`src/hdl/rlc_pkg.sv`:
```
`timescale 1ns / 1ps

package rlc_pkg;

	// one input request
	typedef struct packed {
		logic        kind;
		logic [3:0]  command_code;
		logic [24:0] payload;
		logic [31:0] now_ms;
	} request_t;

	// one result
	typedef struct packed {
		logic        status;
		logic        update_valid;
		logic [15:0] red_duty;
		logic [15:0] green_duty;
		logic [15:0] blue_duty;
		logic [15:0] cool_duty;
		logic [15:0] warm_duty;
		logic        heartbeat;
		logic        lamp_on;
	} result_t;

	// request kinds and command codes
	localparam logic       KIND_TICK   = 1'b0;
	localparam logic [3:0] CMD_TOGGLE  = 4'd0;
	localparam logic [3:0] CMD_ON      = 4'd1;
	localparam logic [3:0] CMD_OFF     = 4'd2;
	localparam logic [3:0] CMD_HUE     = 4'd3;
	localparam logic [3:0] CMD_SAT     = 4'd4;
	localparam logic [3:0] CMD_VAL     = 4'd5;
	localparam logic [3:0] CMD_RED     = 4'd6;
	localparam logic [3:0] CMD_GREEN   = 4'd7;
	localparam logic [3:0] CMD_BLUE    = 4'd8;
	localparam logic [3:0] CMD_WBRIGHT = 4'd9;
	localparam logic [3:0] CMD_WRATIO  = 4'd10;

	// configuration register indexes
	localparam logic REG_AUTO_OFF  = 1'b0;
	localparam logic REG_HEARTBEAT = 1'b1;

	// decoded operation handed from front to back
	typedef enum logic [3:0] {
		OP_TOGGLE, OP_ON, OP_OFF, OP_HUE, OP_SAT, OP_VAL, OP_RED, OP_GREEN,
		OP_BLUE, OP_WBRIGHT, OP_WRATIO, OP_INVALID, OP_TICK
	} op_t;

	typedef struct packed {
		op_t         op;
		logic [24:0] payload;
		logic [31:0] now_ms;
	} job_t;

	typedef struct packed {
		logic [31:0] auto_off_ms;
		logic        heartbeat_enable;
	} cfg_t;

endpackage

```
`src/hdl/rgbw_light_controller.sv`:
```
`timescale 1ns / 1ps

// RGBW lamp controller. Requests (commands and millisecond ticks) are pushed
// into a two-entry queue and worked off one at a time by a sequencer with a
// shared two-pass multiplier; each request gives exactly one result, which
// waits in an output register while the next request is already taken.
// A simple command needs only the execute step and an out-of-range HSV
// setting stops at the range check; a tick that emits duties forms the cool
// brightness product and, for a ratio below one, the warm one; hue, saturation
// and value commands run the hue reduction loop and three two-pass products
// (C, X and the reciprocal divide by sixty).
// While a result waits unpopped the sequencer holds in its last step.
// Configuration is written through cfg_we / cfg_index / cfg_wdata; the user
// must write it only while the block is idle, unchecked by the block itself.
module rgbw_light_controller #(
	parameter int HEARTBEAT_PERIOD_MS = 3000,
	parameter int FRAC_BITS           = 16
) (
	input  logic              clk,
	input  logic              arst_n,
	input  logic              push,
	output logic              full,
	input  rlc_pkg::request_t request,
	output logic              empty,
	input  logic              pop,
	output rlc_pkg::result_t  result,
	input  logic              cfg_we,
	input  logic              cfg_index,
	input  logic [31:0]       cfg_wdata
);

	rlc_pkg::cfg_t cfg_q;
	rlc_pkg::job_t job;
	logic          job_valid, job_take, res_valid;

	// configuration registers
	always_ff @(posedge clk or negedge arst_n) begin
		if (!arst_n) begin
			cfg_q <= '0;
		end else if (cfg_we) begin
			case (cfg_index)
				rlc_pkg::REG_AUTO_OFF:  cfg_q.auto_off_ms      <= cfg_wdata;
				rlc_pkg::REG_HEARTBEAT: cfg_q.heartbeat_enable <= cfg_wdata[0];
				default: ;
			endcase
		end
	end

	rlc_front u_front (
		.clk       (clk),
		.arst_n    (arst_n),
		.push      (push),
		.full      (full),
		.request   (request),
		.job_valid (job_valid),
		.job_take  (job_take),
		.job       (job)
	);

	rlc_back #(
		.HB_MS (HEARTBEAT_PERIOD_MS),
		.F     (FRAC_BITS)
	) u_back (
		.clk       (clk),
		.arst_n    (arst_n),
		.cfg       (cfg_q),
		.job_valid (job_valid),
		.job_take  (job_take),
		.job       (job),
		.res_valid (res_valid),
		.res_pop   (pop),
		.res       (result)
	);

	assign empty = !res_valid;

`ifndef SYNTHESIS
	// a lamp that is off drives no duty
	a_off_dark: assert property (@(posedge clk) disable iff (!arst_n)
		(!empty && !result.lamp_on) |-> (result.red_duty == 16'd0 &&
		result.green_duty == 16'd0 && result.blue_duty == 16'd0 &&
		result.cool_duty == 16'd0 && result.warm_duty == 16'd0))
		else $error("duty nonzero with lamp off");
	// heartbeats only while on
	a_hb_on: assert property (@(posedge clk) disable iff (!arst_n)
		(!empty && result.heartbeat) |-> result.lamp_on)
		else $error("heartbeat with lamp off");
	// an invalid command never carries an update
	a_status: assert property (@(posedge clk) disable iff (!arst_n)
		!empty |-> !(result.status && (result.update_valid || result.heartbeat)))
		else $error("invalid command with tick fields");
	// a waiting result holds until popped
	a_hold: assert property (@(posedge clk) disable iff (!arst_n)
		(!empty && !pop) |=> (!empty && $stable(result)))
		else $error("result changed before pop");
`endif

endmodule

```
`src/hdl/rlc_front.sv`:
```
`timescale 1ns / 1ps

module rlc_front (
	input  logic              clk,
	input  logic              arst_n,
	input  logic              push,
	output logic              full,
	input  rlc_pkg::request_t request,
	output logic              job_valid,
	input  logic              job_take,
	output rlc_pkg::job_t     job
);

	rlc_pkg::job_t  fifo_q [2];
	rlc_pkg::job_t  job_new;
	logic           wr_ptr_q, rd_ptr_q;
	logic [1:0]     cnt_q;
	logic           do_push, do_pop;

	// decode request into an operation
	always_comb begin
		job_new.payload = request.payload;
		job_new.now_ms  = request.now_ms;
		if (request.kind == rlc_pkg::KIND_TICK) begin
			job_new.op = rlc_pkg::OP_TICK;
		end else begin
			case (request.command_code)
				rlc_pkg::CMD_TOGGLE:  job_new.op = rlc_pkg::OP_TOGGLE;
				rlc_pkg::CMD_ON:      job_new.op = rlc_pkg::OP_ON;
				rlc_pkg::CMD_OFF:     job_new.op = rlc_pkg::OP_OFF;
				rlc_pkg::CMD_HUE:     job_new.op = rlc_pkg::OP_HUE;
				rlc_pkg::CMD_SAT:     job_new.op = rlc_pkg::OP_SAT;
				rlc_pkg::CMD_VAL:     job_new.op = rlc_pkg::OP_VAL;
				rlc_pkg::CMD_RED:     job_new.op = rlc_pkg::OP_RED;
				rlc_pkg::CMD_GREEN:   job_new.op = rlc_pkg::OP_GREEN;
				rlc_pkg::CMD_BLUE:    job_new.op = rlc_pkg::OP_BLUE;
				rlc_pkg::CMD_WBRIGHT: job_new.op = rlc_pkg::OP_WBRIGHT;
				rlc_pkg::CMD_WRATIO:  job_new.op = rlc_pkg::OP_WRATIO;
				default:              job_new.op = rlc_pkg::OP_INVALID;
			endcase
		end
	end

	assign full      = cnt_q[1];
	assign job_valid = (cnt_q != 2'd0);
	assign job       = fifo_q[rd_ptr_q];
	assign do_push   = push && !full;
	assign do_pop    = job_take && job_valid;

	// two-entry queue between front and back
	always_ff @(posedge clk or negedge arst_n) begin
		if (!arst_n) begin
			wr_ptr_q <= 1'b0;
			rd_ptr_q <= 1'b0;
			cnt_q    <= 2'd0;
		end else begin
			if (do_push) begin
				wr_ptr_q <= !wr_ptr_q;
			end
			if (do_pop) begin
				rd_ptr_q <= !rd_ptr_q;
			end
			cnt_q <= cnt_q + {1'b0, do_push} - {1'b0, do_pop};
		end
	end

	always_ff @(posedge clk) begin
		if (do_push) begin
			fifo_q[wr_ptr_q] <= job_new;
		end
	end

endmodule

```
`src/hdl/rlc_back.sv`:
```
`timescale 1ns / 1ps

module rlc_back #(
	parameter int HB_MS = 3000,
	parameter int F     = 16
) (
	input  logic             clk,
	input  logic             arst_n,
	input  rlc_pkg::cfg_t    cfg,
	input  logic             job_valid,
	output logic             job_take,
	input  rlc_pkg::job_t    job,
	output logic             res_valid,
	input  logic             res_pop,
	output rlc_pkg::result_t res
);

	localparam int OPW = (F + 7 > 25) ? F + 7 : 25;
	localparam int HUW = (F + 9 > 25) ? F + 9 : 25;
	localparam int HW  = (OPW + 1) / 2;
	localparam int PW  = 2 * OPW;
	localparam int QW  = F + 6;
	localparam int KSH = QW + 6;

	localparam logic [OPW-1:0] ONE_FX   = OPW'(1) << F;
	localparam logic [OPW-1:0] SIXTY_FX = OPW'(60) << F;
	localparam logic [HUW-1:0] SIXTY_H  = HUW'(60) << F;
	localparam logic [HUW-1:0] H120_FX  = HUW'(120) << F;
	localparam logic [HUW-1:0] H360_FX  = HUW'(360) << F;
	localparam logic [31:0]    HB_PER   = 32'(HB_MS);
	// ceil(2^KSH / 60): exact floor(n / 60) for any n below 2^QW
	localparam logic [OPW-1:0] RECIP60  =
		OPW'(((64'd1 << KSH) + 64'd59) / 64'd60);

	typedef enum logic [3:0] {
		S_IDLE, S_EXEC, S_HCHK, S_MUL_LO, S_MUL_HI, S_HC, S_HMOD, S_HX, S_HQ,
		S_HRGB, S_TICK_HB, S_COOL, S_WARM, S_DONE
	} state_t;

	state_t           state_q, ret_q;
	rlc_pkg::job_t    job_q;
	rlc_pkg::result_t out_q, res_q, done_res;
	logic             res_valid_q;

	// lamp state
	logic             light_on_q, pending_q;
	logic [31:0]      lct_q, lhb_q;
	logic [24:0]      hue_q, sat_q, val_q, wb_q, wr_q;
	logic [7:0]       red_q, green_q, blue_q;

	// shared multiplier and conversion working registers
	logic [OPW-1:0]   mul_a_q, mul_b_q;
	logic [PW-1:0]    acc_q;
	logic [F:0]       c_q, m_q;
	logic [HUW-1:0]   t_q;
	logic [1:0]       k_q;
	logic [2:0]       sec_q;

	logic [HW-1:0]     b_part;
	logic [OPW+HW-1:0] pp;
	logic [HUW-1:0]    d_val;
	logic [24:0]       col_int;
	logic [7:0]        col_arg;
	logic              auto_off, hb_due;
	logic [F:0]        x_val, r_ch, g_ch, b_ch;

	function automatic logic [7:0] level_of(input logic [F:0] v);
		logic [F+8:0] w;
		w = {v, 8'd0} - (F+9)'(v);
		return w[F +: 8];
	endfunction

	function automatic logic [15:0] duty_of(input logic [7:0] l);
		return (l == 8'hFF) ? 16'hFFFF : {l, 8'd0};
	endfunction

	function automatic logic [15:0] white_of(input logic [PW-1:0] p);
		logic [2*F+15:0] w;
		w = {p[2*F-1:0], 16'd0} - (2*F+16)'(p[2*F-1:0]);
		return (|p[PW-1:2*F]) ? 16'hFFFF : w[2*F +: 16];
	endfunction

	// half-width partial product
	assign b_part = (state_q == S_MUL_HI) ? HW'(mul_b_q >> HW) : mul_b_q[HW-1:0];
	assign pp     = (OPW+HW)'(mul_a_q) * (OPW+HW)'(b_part);

	assign d_val   = (t_q >= SIXTY_H) ? (t_q - SIXTY_H) : (SIXTY_H - t_q);
	assign col_int = job_q.payload >> F;
	assign col_arg = (col_int > 25'd255) ? 8'hFF : col_int[7:0];

	assign auto_off = !pending_q && light_on_q && (cfg.auto_off_ms != 32'd0) &&
		((lct_q + cfg.auto_off_ms) < job_q.now_ms);
	assign hb_due = cfg.heartbeat_enable && light_on_q &&
		((lhb_q + HB_PER) < job_q.now_ms);

	// sector select; X is the reciprocal product shifted down
	always_comb begin
		x_val = acc_q[KSH +: F+1];
		case (sec_q)
			3'd0:    begin r_ch = c_q;   g_ch = x_val; b_ch = '0;    end
			3'd1:    begin r_ch = x_val; g_ch = c_q;   b_ch = '0;    end
			3'd2:    begin r_ch = '0;    g_ch = c_q;   b_ch = x_val; end
			3'd3:    begin r_ch = '0;    g_ch = x_val; b_ch = c_q;   end
			3'd4:    begin r_ch = x_val; g_ch = '0;    b_ch = c_q;   end
			default: begin r_ch = c_q;   g_ch = '0;    b_ch = x_val; end
		endcase
	end

	// finished result with the final on state
	always_comb begin
		done_res         = out_q;
		done_res.lamp_on = light_on_q;
	end

	assign job_take  = (state_q == S_IDLE) && job_valid;
	assign res_valid = res_valid_q;
	assign res       = res_q;

	// sequencer
	always_ff @(posedge clk or negedge arst_n) begin
		if (!arst_n) begin
			state_q     <= S_IDLE;
			ret_q       <= S_IDLE;
			res_valid_q <= 1'b0;
			light_on_q  <= 1'b0;
			pending_q   <= 1'b0;
			lct_q       <= '0;
			lhb_q       <= '0;
			hue_q       <= '0;
			sat_q       <= '0;
			val_q       <= '0;
			wb_q        <= '0;
			wr_q        <= '0;
			red_q       <= '0;
			green_q     <= '0;
			blue_q      <= '0;
		end else begin
			if (res_pop && res_valid_q) begin
				res_valid_q <= 1'b0;
			end
			case (state_q)
				S_IDLE: begin
					if (job_valid) begin
						job_q   <= job;
						out_q   <= '0;
						state_q <= S_EXEC;
					end
				end
				S_EXEC: begin
					state_q <= S_DONE;
					case (job_q.op)
						rlc_pkg::OP_TOGGLE: begin
							light_on_q <= !light_on_q;
							pending_q  <= 1'b1;
						end
						rlc_pkg::OP_ON: begin
							if (!light_on_q) begin
								light_on_q <= 1'b1;
								pending_q  <= 1'b1;
							end
						end
						rlc_pkg::OP_OFF: begin
							if (light_on_q) begin
								light_on_q <= 1'b0;
								pending_q  <= 1'b1;
							end
						end
						rlc_pkg::OP_HUE: begin
							hue_q <= job_q.payload; pending_q <= 1'b1; state_q <= S_HCHK;
						end
						rlc_pkg::OP_SAT: begin
							sat_q <= job_q.payload; pending_q <= 1'b1; state_q <= S_HCHK;
						end
						rlc_pkg::OP_VAL: begin
							val_q <= job_q.payload; pending_q <= 1'b1; state_q <= S_HCHK;
						end
						rlc_pkg::OP_RED: begin
							red_q <= col_arg; pending_q <= 1'b1;
						end
						rlc_pkg::OP_GREEN: begin
							green_q <= col_arg; pending_q <= 1'b1;
						end
						rlc_pkg::OP_BLUE: begin
							blue_q <= col_arg; pending_q <= 1'b1;
						end
						rlc_pkg::OP_WBRIGHT: begin
							wb_q <= job_q.payload; pending_q <= 1'b1;
						end
						rlc_pkg::OP_WRATIO: begin
							wr_q <= job_q.payload; pending_q <= 1'b1;
						end
						rlc_pkg::OP_TICK: begin
							// auto-off step
							if (auto_off) begin
								pending_q  <= 1'b1;
								light_on_q <= 1'b0;
							end
							state_q <= S_TICK_HB;
						end
						default: out_q.status <= 1'b1;
					endcase
				end
				// HSV range check, then C = s*v
				S_HCHK: begin
					t_q <= HUW'(hue_q);
					k_q <= 2'd0;
					if ((HUW'(hue_q) > H360_FX) || (OPW'(sat_q) > ONE_FX) ||
						(OPW'(val_q) > ONE_FX)) begin
						state_q <= S_DONE;
					end else begin
						mul_a_q <= OPW'(sat_q);
						mul_b_q <= OPW'(val_q);
						ret_q   <= S_HC;
						state_q <= S_MUL_LO;
					end
				end
				S_MUL_LO: begin
					acc_q   <= PW'(pp);
					state_q <= S_MUL_HI;
				end
				S_MUL_HI: begin
					acc_q   <= acc_q + (PW'(pp) << HW);
					state_q <= ret_q;
				end
				S_HC: begin
					c_q     <= acc_q[F +: F+1];
					m_q     <= val_q[F:0] - acc_q[F +: F+1];
					state_q <= S_HMOD;
				end
				// hue mod 120 by repeated subtraction
				S_HMOD: begin
					if (t_q >= H120_FX) begin
						t_q <= t_q - H120_FX;
						k_q <= k_q + 2'd1;
					end else begin
						state_q <= S_HX;
					end
				end
				S_HX: begin
					sec_q   <= {k_q, (t_q >= SIXTY_H)};
					mul_a_q <= OPW'(c_q);
					mul_b_q <= SIXTY_FX - OPW'(d_val);
					ret_q   <= S_HQ;
					state_q <= S_MUL_LO;
				end
				// divide by sixty through the reciprocal product
				S_HQ: begin
					mul_a_q <= OPW'(acc_q[F +: QW]);
					mul_b_q <= RECIP60;
					ret_q   <= S_HRGB;
					state_q <= S_MUL_LO;
				end
				S_HRGB: begin
					red_q   <= level_of(r_ch + m_q);
					green_q <= level_of(g_ch + m_q);
					blue_q  <= level_of(b_ch + m_q);
					state_q <= S_DONE;
				end
				// heartbeat and update steps of a tick
				S_TICK_HB: begin
					state_q <= S_DONE;
					if (hb_due) begin
						out_q.heartbeat <= 1'b1;
						lhb_q           <= job_q.now_ms;
					end
					if (pending_q) begin
						pending_q          <= 1'b0;
						lct_q              <= job_q.now_ms;
						out_q.update_valid <= 1'b1;
						if (light_on_q) begin
							out_q.red_duty   <= duty_of(red_q);
							out_q.green_duty <= duty_of(green_q);
							out_q.blue_duty  <= duty_of(blue_q);
							mul_a_q          <= OPW'(wb_q);
							mul_b_q          <= OPW'(wr_q);
							ret_q            <= S_COOL;
							state_q          <= S_MUL_LO;
						end
					end
				end
				S_COOL: begin
					out_q.cool_duty <= white_of(acc_q);
					mul_b_q         <= ONE_FX - OPW'(wr_q);
					ret_q           <= S_WARM;
					if (OPW'(wr_q) >= ONE_FX) begin
						state_q <= S_DONE;
					end else begin
						state_q <= S_MUL_LO;
					end
				end
				S_WARM: begin
					out_q.warm_duty <= white_of(acc_q);
					state_q         <= S_DONE;
				end
				S_DONE: begin
					if (!res_valid_q) begin
						res_q       <= done_res;
						res_valid_q <= 1'b1;
						state_q     <= S_IDLE;
					end
				end
				default: state_q <= S_IDLE;
			endcase
		end
	end

endmodule

```
`config.mk`:
```
export PLATFORM = sky130hd
export DESIGN_NAME = rgbw_light_controller
export DESIGN_NICKNAME = d
export VERILOG_FILES = /design/src/hdl/rlc_pkg.sv /design/src/hdl/rgbw_light_controller.sv /design/src/hdl/rlc_front.sv /design/src/hdl/rlc_back.sv
export SDC_FILE = /design/constraint.sdc
export NUM_CORES = 2
export LEC_CHECK = 0
export BUFFER_PORTS_ARGS = -buffer_cell sky130_fd_sc_hd__buf_2
export CORE_MARGIN = 3
export CORE_UTILIZATION = 45
export DETAILED_ROUTE_END_ITERATION = 6
export PLACE_DENSITY = 0.65
export SLEW_MARGIN = 40
export SYNTH_ARGS = -nofsm -noshare
export SYNTH_HDL_FRONTEND = slang
export SYNTH_SLANG_ARGS = --single-unit
export TNS_END_PERCENT = 5
```
`constraint.sdc`:
```
create_clock -name clk -period 11.9 [get_ports clk]
set_input_delay 2.38 -clock clk [delete_from_list [all_inputs] [get_ports clk]]
set_output_delay 2.38 -clock clk [all_outputs]
set_load 0.01 [all_outputs]
```
==> metrics.txt <==
Commonest cells post-synth=nand2_1 (514), edfxtp_1 (472), inv_1 (443); Worst R2R Setup Slack=1450 ps; Hold Path Class=reg -> reg; Worst Hold Depth=0; total track usage=23.15%; initial antenna violation count=6; drt initial violations=around 3.2k; Async SR Flop Fraction=35.61%; Mapped Cells=4781; Final Hold Vio Count=0; Post-synth EDFFs=472; kind of end point of the critical path=flip-flop; IO Port Bufs=185; drt pass-1 iters=6; Detailed Route WL=~140000 um; max_slew headroom=43.36%; Final min period=10450 ps; fill count=10.01k; core area=111300 um^2; Avg Synthesized Cell Area=10.60 um^2; CTS tree=yes; path depth of the worst reg2reg path=30; cell with the most instances on the worst path=fa_1; final core occ=around half; top cell type's share of synthesized area=between 20% and 30%; DRC=0; # nets final=around 5.6k; H-tree levels=3; status=completed; Synth Area in Simple Gates=13.53%; post-synthesis instance area=50680 um^2; main area contributors after synthesis=edfxtp_1 (28%), dfrtp_1 (13%), fa_1 (10%); Synth Area in XOR/XNOR=4.474%; WP buf/inv=4; Synth cell types=106; WP data required=12260 ps; cell family with most CP delay=adder cells; grt total ovfl=0; GPL Wtd Cong=0.9425; post-synthesis compound-gate area fraction=11.65%; crit path max-delay cell type=dfrtp_1; Ys Warns=0; most frequent cell after synthesis=nand2_1; Slowest Stage Delay on Critical Path=880 ps; die area=116700 um^2; sequential-to-total area share from yosys stat=between 40% and 50%; adder-cell area share of the yosys netlist=18.45%; RSZ-0062 raised after global routing=false; dpl hpwl=103500 um; Fmax=0.09572 GHz; hold_buf cts=0; max-slew violation count=0; Setup Skew=approximately 22 ps; pin count of the biggest net entering global routing=77; Stages on worst setup path=30; first-pass GRT wire length=between 200000 and 250000 um; synthesized flop and latch total=733; Root Buffer=clkbuf_16; CTS max path bufs=3; Area growth syn-to-layout=9.908%; multiplexer share of the synthesized area=5.884%; period utilisation layout=87.80%; setup bufs post-CTS=0; # clock sinks=733; ANT nets after route=0; IO Pins=around 190; largest family of logic cells by synthesized area=adder cells; WL per Instance=21.00 um; CTS clock-pin slew for the worst setup and hold paths=60 ps; Die Wd=~340 um; worst skew pair latency=~650 ps; worst slew pin tran=847.6 ps; vias in the first global route=35.69k; routed vias=36.37k; multi-input logic area=27490 um^2; die span in y=approximately 340 um; syn_nets=between 5k and 6k; max cap viols=0; area leader, netlist=edfxtp_1; Setup TNS=0 ps; share of cells above drive strength 1=14.02%; # setup viols final=0; Crit path arrival time=around 11000 ps; Starting Density=45.54%; kind of critical path=reg -> reg; Seq. cell area=20710 um^2; critical-path maximum fanout=76; vias per inst=5.631; Startpoint Class=flip-flop; # rows=approximately 120; Primary FF master, synth=edfxtp_1; number of buffers created by CTS=74; cts repair resizes=0
[layer usage]
| layer | part of all wire (%) | vias to the layer above | global-route usage, % |
|---|---|---|---|
| met5 | 0.0096 | - | 0 |
| met4 | 3.6 | 2 | 7.490 |
| met3 | 6.8 | 245 | 4.203 |
| met2 | 47 | 1175 | 37.35 |
| met1 | 43 | 17870 | 31.64 |
| li1 | - | 17080 | - |
[worst register-to-register path: cells and delay by family, from the launching register on]
family	cells	cell delay (ps)
DFF	1	880
and+or+nand+nor	6	1530
xor gates and xnor gates	2	400
adders and majority gates	7	3290
AOI/OAI and AO/OA	11	3250
buffers and inverters	4	810
[final timing paths]
check                                     from          endpoint
min in group asynchronous               arst_n  u_back.lhb_q[10]
max in group asynchronous               arst_n  u_back.hue_q[15]
max reg2reg                  u_back.state_q[1]  u_back.acc_q[44]
min                        u_back.done_res[61]    u_back.res[61]
max                          u_back.state_q[1]  u_back.acc_q[44]
min reg2reg                u_back.done_res[61]    u_back.res[61]
[kinds of logic (layout without fill, tap and decap cells)]
family,Yosys count,in the layout
flip-flops,733,733
XOR/XNOR,258,258
adder cells (fa/ha/maj),592,592
AND/OR/NAND/NOR,1402,1402
AO/OA/AOI/OAI,886,886
buffers and inverters,644,829
multiplexers,266,266
other,0,4
[sequential cells by signal (all words and copies together) (netlist names), 32 cells and up]
name and cells:
cfg_q 33, u_front.fifo_q 122, u_back.acc_q 50, u_back.job_q 52, u_back.done_res 62, u_back.res 63
u_back.lhb_q 32, u_back.lct_q 32
[stage by stage]
step	setup WS, ps	cells	hold WS (ps)	cell area [um^2]
after floorplan	3019	4781	400.3	50680
after global placement	1892	6316	400.7	53090
after detailed placement	1654	6317	404.5	53150
after CTS	1607	6454	417.8	55680
after global routing	642.6	6454	423.7	55690
final	1452	6458	414.4	55700
[placed cells by master, fill, tap and decap left out, types with 26 or more instances in the layout]
cell       count
a21oi_1      209
a22o_1        37
nor2_1       254
nor3_1        63
clkbuf_16     81
a22oi_1       26
dfrtp_1      260
buf_4         58
fa_1         259
nand2b_1      30
a31oi_1       38
xor2_1        92
inv_1        443
a21o_1        98
buf_2        184
nand2_1      507
nor4_1        46
o21a_1        40
nor2b_1       33
and3_1        63
nand3_1       75
o21ai_0      195
nand4_1       34
edfxtp_1     472
xnor2_1      165
ha_1         332
a211oi_1      34
and2_1       176
mux2_2       255
[area by class of cell]
type / count / area share [%]
antenna: 4 / 0.01797
clock buffer: 101 / 3.882
clock inverter: 36 / 0.6605
inverter: 444 / 2.992
multi-input combinational: 3404 / 49.35
sequential: 733 / 37.18
tap: 1488 / 3.343
timing repair buffer: 248 / 2.579
Power is left out: the tool's default activity adds up to more than one toggle a clock period on the data nets, which glitch-free logic cannot reach.
